[src/design/ecefgeo_pkg.sv]
package ecefgeo_pkg;

    localparam int DATA_W            = 64;
    localparam int RADIUS_BITS       = 34;
    localparam int OUT_BITS          = 32;
    localparam int QBITS             = 62;
    localparam int TAB_LEN           = 48;
    localparam int CFG_ADDR_W        = 4;
    localparam int DEF_COORD_BITS    = 36;
    localparam int DEF_ANGLE_BITS    = 32;
    localparam int DEF_CORDIC_STAGES = 32;

    localparam logic [CFG_ADDR_W-1:0] ADDR_EQ_RADIUS    = 4'd0;
    localparam logic [CFG_ADDR_W-1:0] ADDR_POLAR_RADIUS = 4'd8;

    localparam logic [63:0] Q62_ONE    = 64'h4000_0000_0000_0000;
    localparam logic [63:0] HALF_PI    = 64'h1000_0000_0000_0000;
    localparam logic [63:0] QUARTER_PI = 64'h0800_0000_0000_0000;
    localparam logic [63:0] INV_PI_Q64 = 64'h517C_C1B7_2722_0A95;

    localparam logic [RADIUS_BITS-1:0] RESET_A = 34'd6378137000;
    localparam logic [RADIUS_BITS-1:0] RESET_B = 34'd6356752314;

    // Ellipsoid terms derived from the radius registers.
    typedef struct packed {
        logic        busy;
        logic        b_le_a;
        logic [63:0] u;
        logic [63:0] w;
    } t_cfg;

    // Plain restoring division, used for elaboration-time constants only.
    function automatic logic [63:0] f_udiv(input logic [63:0] n, input logic [63:0] d);
        logic [64:0] rem;
        logic [63:0] q;
        int k;
        rem = '0;
        q   = '0;
        for (k = 63; k >= 0; k--) begin
            rem = {rem[63:0], n[k]};
            if (rem >= {1'b0, d}) begin
                rem  = rem - {1'b0, d};
                q[k] = 1'b1;
            end
        end
        return q;
    endfunction

    // (hi:lo) / d with hi < d.
    function automatic logic [63:0] f_div_wide(input logic [63:0] hi, input logic [63:0] lo,
                                               input logic [63:0] d);
        logic [64:0] rem;
        logic [63:0] q;
        int k;
        rem = {1'b0, hi};
        q   = lo;
        for (k = 0; k < 64; k++) begin
            rem = {rem[63:0], q[63]};
            q   = {q[62:0], 1'b0};
            if (rem >= {1'b0, d}) begin
                rem  = rem - {1'b0, d};
                q[0] = 1'b1;
            end
        end
        return q;
    endfunction

    // atan(2^-i) with pi = 2^61, from the arctangent series in Q62.
    function automatic logic signed [63:0] f_step_angle(input int i);
        logic [63:0]  rad;
        logic [63:0]  term;
        logic [127:0] prod;
        logic [63:0]  res;
        int k;
        int e;
        rad = '0;
        for (k = 0; k < 64; k++) begin
            e = 62 - i * (2 * k + 1);
            if (e >= 0) begin
                term = f_udiv(64'd1 << e, 64'(2 * k + 1));
                rad  = k[0] ? rad - term : rad + term;
            end
        end
        prod = {64'd0, rad} * {64'd0, INV_PI_Q64};
        res  = (prod[127:64] + 64'd1) >> 1;
        if (i == 0) begin
            res = QUARTER_PI;
        end
        return signed'(res);
    endfunction

    // Reciprocal of the gain of a vectoring run of the given length, Q64.
    function automatic logic [63:0] f_inv_gain(input int stages);
        logic signed [63:0] x;
        logic signed [63:0] y;
        logic signed [63:0] dx;
        logic signed [63:0] dy;
        int i;
        x = 64'sd1 <<< 61;
        y = '0;
        for (i = 0; i < stages && i < TAB_LEN; i++) begin
            dx = y >>> i;
            dy = x >>> i;
            if (y >= 0) begin
                x = x + dx;
                y = y - dy;
            end else begin
                x = x - dx;
                y = y + dy;
            end
        end
        return f_div_wide(64'd1 << 61, 64'd0, unsigned'(x));
    endfunction

endpackage

[src/design/ecefgeo_cfg.sv]
module ecefgeo_cfg import ecefgeo_pkg::*; #(
    parameter int GUARD = 24
) (
    input  logic                  i_clk,
    input  logic                  i_rst_n,
    input  logic                  psel,
    input  logic                  penable,
    input  logic                  pwrite,
    input  logic [CFG_ADDR_W-1:0] paddr,
    input  logic [DATA_W-1:0]     pwdata,
    output logic [DATA_W-1:0]     prdata,
    output logic                  pready,
    output t_cfg                  o_cfg
);

    localparam logic REG_A = 1'b0;
    localparam logic REG_B = 1'b1;

    typedef enum logic [2:0] {S_LOAD, S_DIV, S_UU, S_W, S_IDLE} t_state;

    t_state                 r_state;
    logic [5:0]             r_cnt;
    logic [RADIUS_BITS-1:0] r_a;
    logic [RADIUS_BITS-1:0] r_b;
    logic                   r_b_le_a;
    logic [DATA_W-1:0]      r_big;
    logic [DATA_W:0]        r_rem;
    logic [DATA_W-1:0]      r_lo;
    logic [2*DATA_W-1:0]    r_acc;
    logic [2*DATA_W-1:0]    r_mcand;
    logic [DATA_W-1:0]      r_mplier;
    logic [DATA_W-1:0]      r_u;
    logic [DATA_W-1:0]      r_w;

    logic                   w_write;
    logic [DATA_W-1:0]      w_ra;
    logic [DATA_W-1:0]      w_rb;
    logic                   w_ble;
    logic [DATA_W-1:0]      w_big;
    logic [DATA_W-1:0]      w_small;
    logic [DATA_W:0]        w_sh;
    logic                   w_ge;
    logic [DATA_W-1:0]      n_lo;
    logic [2*DATA_W-1:0]    n_acc;
    logic [DATA_W-1:0]      w_uu;

    assign w_write = psel && penable && pwrite && pready;
    assign pready  = 1'b1;

    // A zero radius acts as one.
    assign w_ra    = (r_a == '0) ? DATA_W'(1) : DATA_W'(r_a);
    assign w_rb    = (r_b == '0) ? DATA_W'(1) : DATA_W'(r_b);
    assign w_ble   = w_rb <= w_ra;
    assign w_big   = w_ble ? w_ra : w_rb;
    assign w_small = w_ble ? w_rb : w_ra;

    assign w_sh  = {r_rem[DATA_W-1:0], r_lo[DATA_W-1]};
    assign w_ge  = w_sh >= {1'b0, r_big};
    assign n_lo  = {r_lo[DATA_W-2:0], w_ge};
    assign n_acc = r_acc + (r_mplier[0] ? r_mcand : '0);
    assign w_uu  = DATA_W'(n_acc >> 62);

    always_comb begin
        unique case (paddr[3])
            REG_A:   prdata = DATA_W'(r_a);
            REG_B:   prdata = DATA_W'(r_b);
        endcase
    end

    // Ratio u = small/big by shift-subtract, then u^2 and W by shift-add.
    always_ff @(posedge i_clk) begin
        if (!i_rst_n) begin
            r_a     <= RESET_A;
            r_b     <= RESET_B;
            r_state <= S_LOAD;
            r_cnt   <= '0;
        end else if (w_write) begin
            if (paddr[3] == REG_B) begin
                r_b <= pwdata[RADIUS_BITS-1:0];
            end else begin
                r_a <= pwdata[RADIUS_BITS-1:0];
            end
            r_state <= S_LOAD;
        end else begin
            unique case (r_state)
                S_LOAD: begin
                    r_b_le_a <= w_ble;
                    r_big    <= w_big;
                    r_rem    <= {3'd0, w_small[DATA_W-1:2]};
                    r_lo     <= {w_small[1:0], 62'd0};
                    r_cnt    <= '0;
                    r_state  <= S_DIV;
                end
                S_DIV: begin
                    r_rem <= w_ge ? (w_sh - {1'b0, r_big}) : w_sh;
                    r_lo  <= n_lo;
                    r_cnt <= r_cnt + 6'd1;
                    if (r_cnt == 6'd63) begin
                        r_u      <= n_lo;
                        r_acc    <= '0;
                        r_mcand  <= {64'd0, n_lo};
                        r_mplier <= n_lo;
                        r_state  <= S_UU;
                    end
                end
                S_UU: begin
                    r_cnt <= r_cnt + 6'd1;
                    if (r_cnt == 6'd63) begin
                        r_acc    <= '0;
                        r_mcand  <= {64'd0, r_big};
                        r_mplier <= Q62_ONE - w_uu;
                        r_state  <= S_W;
                    end else begin
                        r_acc    <= n_acc;
                        r_mcand  <= r_mcand << 1;
                        r_mplier <= r_mplier >> 1;
                    end
                end
                S_W: begin
                    r_acc    <= n_acc;
                    r_mcand  <= r_mcand << 1;
                    r_mplier <= r_mplier >> 1;
                    r_cnt    <= r_cnt + 6'd1;
                    if (r_cnt == 6'd63) begin
                        r_w     <= DATA_W'(n_acc >> (62 - GUARD));
                        r_state <= S_IDLE;
                    end
                end
                S_IDLE: begin
                    r_cnt <= '0;
                end
            endcase
        end
    end

    assign o_cfg.busy   = r_state != S_IDLE;
    assign o_cfg.b_le_a = r_b_le_a;
    assign o_cfg.u      = r_u;
    assign o_cfg.w      = r_w;

    a_write_restarts: assert property (@(posedge i_clk) disable iff (!i_rst_n)
        w_write |=> (r_state == S_LOAD))
        else $error("register write did not restart the ellipsoid setup");

    a_ratio_bound: assert property (@(posedge i_clk) disable iff (!i_rst_n)
        (r_state == S_IDLE) |-> (r_u <= Q62_ONE))
        else $error("axis ratio exceeds one");

endmodule

[config.mk]
export PLATFORM = sky130hd
export DESIGN_NAME = ecefgeo_cfg
export DESIGN_NICKNAME = d
export VERILOG_FILES = /design/src/design/ecefgeo_pkg.sv /design/src/design/ecefgeo_cfg.sv
export SDC_FILE = /design/constraint.sdc
export NUM_CORES = 1
export LEC_CHECK = 0
export BUFFER_PORTS_ARGS = -buffer_cell sky130_fd_sc_hd__buf_4
export CAP_MARGIN = 20
export CORE_ASPECT_RATIO = 1.4
export CORE_MARGIN = 1.5
export CORE_UTILIZATION = 50
export DETAILED_ROUTE_END_ITERATION = 6
export GPL_TIMING_DRIVEN = 0
export PLACE_DENSITY_LB_ADDON = 0.2
export SYNTH_ARGS = -nofsm -noshare
export SYNTH_HDL_FRONTEND = slang
export SYNTH_SLANG_ARGS = --single-unit
[constraint.sdc]
create_clock -name i_clk -period 26.4 [get_ports i_clk]
set_clock_uncertainty 0.15 [all_clocks]
set_input_delay 5.28 -clock i_clk [delete_from_list [all_inputs] [get_ports i_clk]]
set_output_delay 5.28 -clock i_clk [all_outputs]
set_load 0.02 [all_outputs]
After elaboration in Yosys (flattened, before gate mapping)

Index checks and enable logic that the tools add are counted.

Add/sub/neg operators: 4
Magnitude comparators: 2
Eq/ne operators: 9
Muxes and demuxes: 23
Bitwise operators: 3
Reductions and logical operators: 19

Operators with widths:

| kind                     | number |
|---|---|
| $pmux W128 S3            | 2 |
| $mux W128                | 5 |
| $pmux W64 S2             | 3 |
| $mux W64                 | 3 |
| $pmux W64 S3             | 1 |
| $mux W34                 | 4 |
| $add A128 B128 Y128      | 1 |
| $logic_not A34 Y1        | 2 |
| $ge A65 B64 Y1           | 1 |
| $sub A63 B64 Y64 const A | 1 |
| $sub A64 B64 Y64         | 1 |
| $le A34 B34 Y1           | 1 |
| $reduce_and A4 Y1        | 4 |
| $pmux W3 S4              | 1 |
| $pmux W6 S2              | 1 |
| $mux W3                  | 3 |
| $add A6 B1 Y6 const B    | 1 |
| $eq A3 B2 Y1 const B     | 2 |
| $eq A6 B6 Y1 const B     | 1 |
| $ne A2 B2 Y1 const B     | 3 |
| $reduce_and A3 Y1        | 2 |
| $reduce_and A2 Y1        | 2 |
| $reduce_bool A4 Y1       | 1 |
| $reduce_or A2 Y1         | 2 |
| 9 further kinds          | 12 |

Bits in registers: 718
Input port bits: 73
Output and inout bits: 195
Word-level logic and storage cells: 73

Logic depth before layout (Yosys ltp)

Gate-level depths: netlist of the first run.

Depth after elaboration: 5
Depth in mapped cells: 24
Depth with buffers taken out: 20

Least setup slack after synthesis of the first run

No wires, ideal clock.

Path kind: input to register
Start point: input i_rst_n
End point: register r_acc[0], enable pin
Setup time: 1381 ps
Arrival: 27123 ps
Data required time: 24869 ps
Slack: -2254 ps
Stages on the path: 3
Path buffers: 1
Cells stage by stage: clkbuf_1 nand2_1 nor3_1

Word-level cells in the longest chain between the ends: 1

RTL lines:

| element                            | RTL line           | text |
|---|---|---|
| start, declared                    | ecefgeo_cfg.sv:5   | `input logic i_rst_n,` |
| $reduce_and A4 Y1 (no source line) | n/a                |  |
| end signal, assigned               | ecefgeo_cfg.sv:114 | `r_acc <= n_acc;` |
| end signal, assigned               | ecefgeo_cfg.sv:120 | `r_acc <= n_acc;` |
| end, declared                      | ecefgeo_cfg.sv:29  | `logic [2*DATA_W-1:0] r_acc;` |

Every way passes these cells.
A chain may end at the register's enable or synchronous reset.

Final worst setup path of the first run

Start point: input paddr[3]
End point: output prdata[30]

Word-level cells in the longest chain between the ends: 2

RTL lines:

| element                     | RTL line          | text |
|---|---|---|
| start, declared             | ecefgeo_cfg.sv:9  | `input logic [CFG_ADDR_W-1:0] paddr,` |
| $not A1 Y1 (no source line) | n/a               |  |
| $pmux W64 S2 *              | ecefgeo_cfg.sv:64 | `unique case (paddr[3])` |
| end, declared               | ecefgeo_cfg.sv:11 | `output logic [DATA_W-1:0] prdata,` |

Every way passes the cells marked *; elsewhere a longest branch is shown, timed or not. The select of a mux whose other input is x is not followed.

==> flow_summary.ini, run 1 <==
[cts]
htreeDepth = 3
clkSlewWorstSetupHoldPaths_ns = 0.06
tritoncts = built
root_buffer = clkbuf_16
clock_latency_ns = 0.67
post_cts_buffers = 0
holdBufCountCts = 0
cts_buffers = 71
cts_resized = 0
clockBufferDepth = 3
cts_num_sinks = 684

[logic_synthesis]
yosysTopAreaCellShare = 0.430
synth_xor_area_frac = 0.0415
synth_ff_type = edfxtp_1
yosysSeqAreaShare = 0.466
yosysWarningCount = 0
synth_top_area_cell = edfxtp_1
synth-edff-count = 607
ys_ff_latch = 684
synth_compound_area_frac = 0.164
synth_top_family_by_area = simple AND/OR/NAND/NOR gates
synthAdderAreaFrac = 0.0585
synth_mux_area_frac = 0.0119
synth-async-reset-ratio = 0
ys_types = 88
syn_area_mm2 = 0.0424
synth-simple-area-share = 0.216
synthCells = 4523
synth.area.top_cells = edfxtp_1 (43%), ha_1 (5.8%), nand2_1 (5.0%), and2_1 (3.8%), dfxtp_1 (3.6%)
syn_area_per_cell_um2 = 9.37

[power_and_ir_drop]
comb_power_share = 0.096
irDropWorstVdd_uv = 56.8
p_seq_frac = 0.489
p_leak_nw = 18.3
p_switching_mw = 0.649
power_mw = 2.52
internal_power_mw = 1.87
swShare = 0.257
clockPowerShare = 0.415
p_per_area_mw_per_mm2 = 51.9

[floorplanning]
core-area_mm2 = 0.0842
fp.dieW_um = 249
die_area_mm2 = 0.0866
core.rowCount = 126
initial_core_util = 0.503
io_pins = 268
die_y_um = 348

[layout]
final-seq-area_mm2 = 0.0198
finalNetCount = 5159
final_cell_mix = edfxtp_1 (607), nand2_1 (568), nor2_1 (379), a21oi_1 (305), clkbuf_1 (290)
final_common_cell = edfxtp_1
syn_to_final_growth_pct = 14.6
multiInputGateArea_mm2 = 0.0210
final_cell_area_mm2 = 0.0486
drive_above_1_share = 0.0914
nFillCells = 7582

[critical_path]
crit_end = prdata[30]
r2r_cells = 21
cp-end-kind = output port
critPathKind = in -> out
crit_start = paddr[3]
reg2reg_slack_ns = 16.61
r2r_end = r_mplier[63]$_DFFE_PP_
arrival_ns = 7.52
cp-start-kind = primary input
r2r_start = r_mplier[0]$_DFFE_PP_
worstPathRequired_ns = 20.97
worstPathMaxFanout = 10

[timing]
timing.final.crit_period_ns = 12.95
worst_pin_slew_ns = 1.25
finalHoldViolCount = 0
tns_ns = 0
setup_viol = 0
period_share = 0.491
clock.fmax_mhz = 77.2
relSlewSlack = 0.162
final_max_slew_viol_count = 0
rsz0062_at_grt = false

[route]
via_count = 37400
drtIter0Drc = 3163
drc_errors = 0
avgViaCountPerCell = 6.19
first_pass_iters = 7
wl_per_cell_um = 27.7
routed_wl_um = 168000
ant_nets = 0

[grt]
grt_pass1_vias = 36500
grt_max_degree = 23
grt_pass1_wl_um = 240000
antenna_found_initial = 6
grt_overflow_total = 0
track_usage = 0.380

[place]
port_buffers = 201
place_hpwl_um = 136000
dpl_cell_area_mm2 = 0.0462
place.gp.congestion = 1.04

[min_path]
hold_path.class = reg -> reg

[status]
status = complete, no violations

[flow_run]
drv_cap = 0
[metal layers]
layer,share of wire,GRT usage,routed length (um),up-vias
met5,0,0,0,-
met4,0.10,0.321,16800,0
met3,0.061,0.0569,10200,512
met2,0.49,0.666,82400,1600
met1,0.35,0.402,58100,18000
li1,-,-,-,17300
[Yosys cell counts (35+ instances only)]
cell,number
and2_1,257
xnor2_1,100
o21ai_0,251
xor2_1,101
a31oi_1,70
nor2_1,379
inv_1,109
buf_4,35
o211ai_1,53
mux2i_1,48
a211oi_1,49
clkbuf_1,276
ha_1,195
a21boi_0,52
and3_1,95
a21o_1,78
nand3_1,109
nand4_1,117
edfxtp_1,607
nor4_1,45
a21oi_1,305
nor3_1,102
dfxtp_1,77
nand2_1,568
[critical path, stage by stage]
cell and delay, ns:
clkbuf_1 0.48, clkbuf_1 0.57, clkbuf_1 0.71, nand2_1 0.12, o21ai_0 0.15, buf_4 0.20
[kinds of logic after synthesis]
| family | after synthesis |
|---|---|
| AND/OR/NAND/NOR | 1851 |
| AO/OA/AOI/OAI | 1107 |
| flip-flops | 684 |
| buffers and inverters | 431 |
| XOR/XNOR | 201 |
| adder cells (fa/ha/maj) | 197 |
| multiplexers | 50 |
| other | 2 |
[area by class of cell]
type	count	area share
Buffer	321	0.0276
Multi-Input combinational cell	3437	0.433
Sequential cell	684	0.407
Tap cell	1088	0.0280
Clock buffer	85	0.0377
Inverter	110	0.00850
Timing Repair Buffer	264	0.0483
Clock inverter	46	0.0102
Antenna cell	2	0.000103
[power by group through the flow]
stage	sequential (mW)	clock [mW]	combinational, mW
final	1.23	1.05	0.242
after global routing	1.23	1.09	0.265
after CTS	1.23	1.05	0.239
after detailed placement	1.26	0	0.237
after global placement	1.26	0	0.232
after floorplan	1.24	0	0.170
[how the worst min path moves through the flow]
stage                                    to  slack, ns  depth (start not counted)              startpoint
after global routing      r_u[14]$_DFFE_PP_       0.34                          0  r_lo[13]$_SDFFCE_PN0P_
final                     r_u[14]$_DFFE_PP_       0.31                          0  r_lo[13]$_SDFFCE_PN0P_
after global placement    r_u[14]$_DFFE_PP_       0.30                          0  r_lo[13]$_SDFFCE_PN0P_
after detailed placement  r_u[14]$_DFFE_PP_       0.30                          0  r_lo[13]$_SDFFCE_PN0P_
after CTS                 r_u[14]$_DFFE_PP_       0.31                          0  r_lo[13]$_SDFFCE_PN0P_
after floorplan           r_u[16]$_DFFE_PP_       0.29                          0  r_lo[15]$_SDFFCE_PN0P_
[metrics by stage]
| stage | setup WS [ns] | util | hold WS, ns | std cells |
|---|---|---|---|---|
| after floorplan | 7.67 | - | 0.291 | 4552 |
| after global placement | 0.895 | 0.539 | 0.301 | 5841 |
| after detailed placement | 13.47 | 0.549 | 0.299 | 5903 |
| after CTS | 13.47 | 0.577 | 0.311 | 6034 |
| after global routing | 13.38 | 0.577 | 0.343 | 6035 |
| final | 13.45 | 0.577 | 0.311 | 6037 |
[sequential cells by signal (all words and copies together), names as in the netlist, 3 cells and up]
signal,cells
r_u,64
r_b,34
r_lo,64
r_cnt,6
r_acc,126
r_a,34
r_mplier,64
r_rem,64
r_mcand,126
r_w,64
r_state,3
r_big,34
No activity file was read; power rests on OpenSTA's default activity.
==> inputs of run 2 (changes only) <==
--- a/config.mk
+++ b/config.mk
@@ -5,6 +5,7 @@
 export SDC_FILE = /design/constraint.sdc
 export NUM_CORES = 1
 export LEC_CHECK = 0
+export ABC_AREA = 1
 export BUFFER_PORTS_ARGS = -buffer_cell sky130_fd_sc_hd__buf_4
 export CAP_MARGIN = 20
 export CORE_ASPECT_RATIO = 1.4
==> constraint.sdc (replaced) <==
create_clock -name i_clk -period 11.8 [get_ports i_clk]
set_clock_uncertainty 0.15 [all_clocks]
set_input_delay 2.36 -clock i_clk [delete_from_list [all_inputs] [get_ports i_clk]]
set_output_delay 2.36 -clock i_clk [all_outputs]
set_load 0.02 [all_outputs]
==> run 2 against run 1 <==
Effect of this change: the run now ends with design-rule violations left; highest routed layer is now met5; power rose to 2.6 times the previous value; worst setup slack worse by 8.9 ns; non-clock buffer count down 147; routed wire length up 26%; synthesized cell count up 46%.
==> flow_summary.ini, run 2 <==
[critical_path]
worstPathRequired_ns = 12.07
cp-end-kind = flop
cp-start-kind = flop
r2r_start = r_mplier[0]$_DFFE_PP_
r2r_end = r_mplier[39]$_DFFE_PP_
critPathKind = reg -> reg
arrival_ns = 7.51
r2r_cells = 26
worstPathMaxFanout = 10
reg2reg_slack_ns = 4.56

[layout]
finalNetCount = 7213
final_common_cell = nand2_1
nFillCells = 9055
multiInputGateArea_mm2 = 0.0218
instances_no_fill = 8215
final_cell_mix = nand2_1 (1972), inv_1 (1273), nor2_1 (717), edfxtp_1 (607), a21oi_1 (367)
final_cell_area_mm2 = 0.0534
final-seq-area_mm2 = 0.0198
syn_to_final_growth_pct = 13.1
reg_top3 = r_acc: 126 flops, r_mcand: 126 flops
drive_above_1_share = 0.0872

[logic_synthesis]
yosysSeqAreaShare = 0.418
synth-edff-count = 607
ys_ff_latch = 684
yosysWarningCount = 0
synthCells = 6602
yosysTopAreaCellShare = 0.386
ys_types = 67
synth_ff_type = edfxtp_1
yosys-top-cells-count = nand2_1 (1972), inv_1 (1273), nor2_1 (719)
synth-async-reset-ratio = 0
syn_area_mm2 = 0.0472
synth.area.top_cells = edfxtp_1 (39%), nand2_1 (16%), inv_1 (10%), nor2_1 (5.7%), ha_1 (5.2%)
syn_area_per_cell_um2 = 7.16
yosysMostFrequentCell = nand2_1
synth_top_area_cell = edfxtp_1

[cts]
post_cts_buffers = 0
clockBufferDepth = 3
tritoncts = built
cts_resized = 0
cts_buffers = 71
htreeDepth = 3
clock_latency_ns = 0.69
root_buffer = clkbuf_16
clkSlewWorstSetupHoldPaths_ns = 0.06
cts_num_sinks = 684
holdBufCountCts = 0

[floorplanning]
initial_core_util = 0.504
io_pins = 268
core.rowCount = 133
fp.dieW_um = 263
die_y_um = 367
core-area_mm2 = 0.0937
die_area_mm2 = 0.0964

[flow_run]
drv_cap = 0

[place]
placed_cells = 8084
dpl_cell_area_mm2 = 0.0511
place_hpwl_um = 178000
place.gp.congestion = 1.15
port_buffers = 202
dp_slack_ns = 5.03

[grt]
grt_pass1_wl_um = 297000
antenna_found_initial = 10
grt_max_degree = 35
track_usage = 0.434
grt_pass1_vias = 45200
grt_overflow_total = 0

[timing]
final_max_slew_viol_count = 0
worst_pin_slew_ns = 1.24
hold_ws_ns = 0.307
relSlewSlack = 0.174
rsz0062_at_grt = false
tns_ns = 0
setup_viol = 0
timing.final.crit_period_ns = 7.24
period_share = 0.614
final.setup.worst_slack_ns = 4.56
finalHoldViolCount = 0
clock.fmax_mhz = 138

[route]
via_count = 45800
ant_nets = 0
first_pass_iters = 7
drc_errors = 5
routed_wl_um = 212000
avgViaCountPerCell = 5.57
drtIter0Drc = 4713
wl_per_cell_um = 25.8

[power_and_ir_drop]
irDropWorstVdd_uv = 118
p_per_area_mw_per_mm2 = 123
p_leak_nw = 25.7

[min_path]
hold_path.class = reg -> reg
hold_path_depth = 0
min_to = r_u[25]$_DFFE_PP_
min_from = r_lo[24]$_SDFFCE_PN0P_

[status]
status = finished with violations
violations = design-rule violations
## run 2: cell type report
class / count / share of cell area
multi-input combinational: 4437 / 0.408
sequential: 684 / 0.370
inverter: 1311 / 0.0921
timing repair buffer: 239 / 0.0410
clock buffer: 93 / 0.0363
tap: 1215 / 0.0284
buffer: 199 / 0.0171
clock inverter: 35 / 0.00733
antenna: 2 / 0.0000936
## run 2: report_power, final
| group | internal [mW] | switching (mW) |
|---|---|---|
| Sequential | 2.77 | 0.0797 |
| Clock | 1.31 | 1.06 |
| Combinational | 0.381 | 0.979 |
## run 2: metrics by stage
stage	util	total power [mW]
2_1_floorplan	-	3.70
3_3_place_gp	0.538	4.19
3_5_place_dp	0.545	4.20
4_1_cts	0.570	6.53
5_1_grt	0.570	6.75
6_report	0.570	6.58
## run 2: cell families (layout without fill, tap and decap cells)
family / Yosys count / count (layout) / share of synthesized area
simple gates: 3260 / 3260 / 0.289
buf+inv: 1510 / 1877 / 0.124
compound gates: 873 / 873 / 0.102
flops: 684 / 684 / 0.418
fa+ha+maj: 197 / 197 / 0.0525
xor+xnor: 76 / 76 / 0.0141
other cells: 2 / 33 / 0.000159
## run 2: worst max-delay path, cell delays in order, from the launching register on
cell and delay [ns]:
edfxtp_1 0.32, clkbuf_1 0.90, clkbuf_1 0.76, buf_1 0.42
nand2_1 0.09, inv_1 0.07, ha_1 0.31, nand2_1 0.16
nor2_1 0.26, nand2_1 0.20, nor2_1 0.45, nand2_1 0.41
nor2_1 0.19, nand2_1 0.36, nand4_1 0.24, nand2_1 0.29
nor2_1 0.27, nand2_1 0.11, nor2_2 0.08, nand2_1 0.08
nor2_4 0.17, buf_6 0.19, nand3_2 0.12, nor2_1 0.11
nor2_1 0.05, nand2_1 0.12, nand2_1 0.08
## run 2: how the worst max path moves through the flow
stage | start | to | slack (ns) | cells after the start
after CTS | r_mplier[0]$_DFFE_PP_ | r_mplier[39]$_DFFE_PP_ | 4.99 | 26
after global routing | r_mplier[0]$_DFFE_PP_ | r_mplier[39]$_DFFE_PP_ | 4.33 | 26
after global placement | psel | r_acc[51]$_DFFE_PP_ | -3.36 | 4
after floorplan | psel | r_acc[0]$_DFFE_PP_ | 0.90 | 3
after detailed placement | r_mplier[0]$_DFFE_PP_ | r_mplier[39]$_DFFE_PP_ | 5.03 | 26
final | r_mplier[0]$_DFFE_PP_ | r_mplier[39]$_DFFE_PP_ | 4.56 | 26
## run 2: per-layer routing
metal,track usage,vias up,share of wire
met5,0,-,0.00027
met3,0.0749,785,0.072
met2,0.739,2389,0.47
met4,0.478,8,0.13
met1,0.427,21100,0.32
li1,-,21500,-
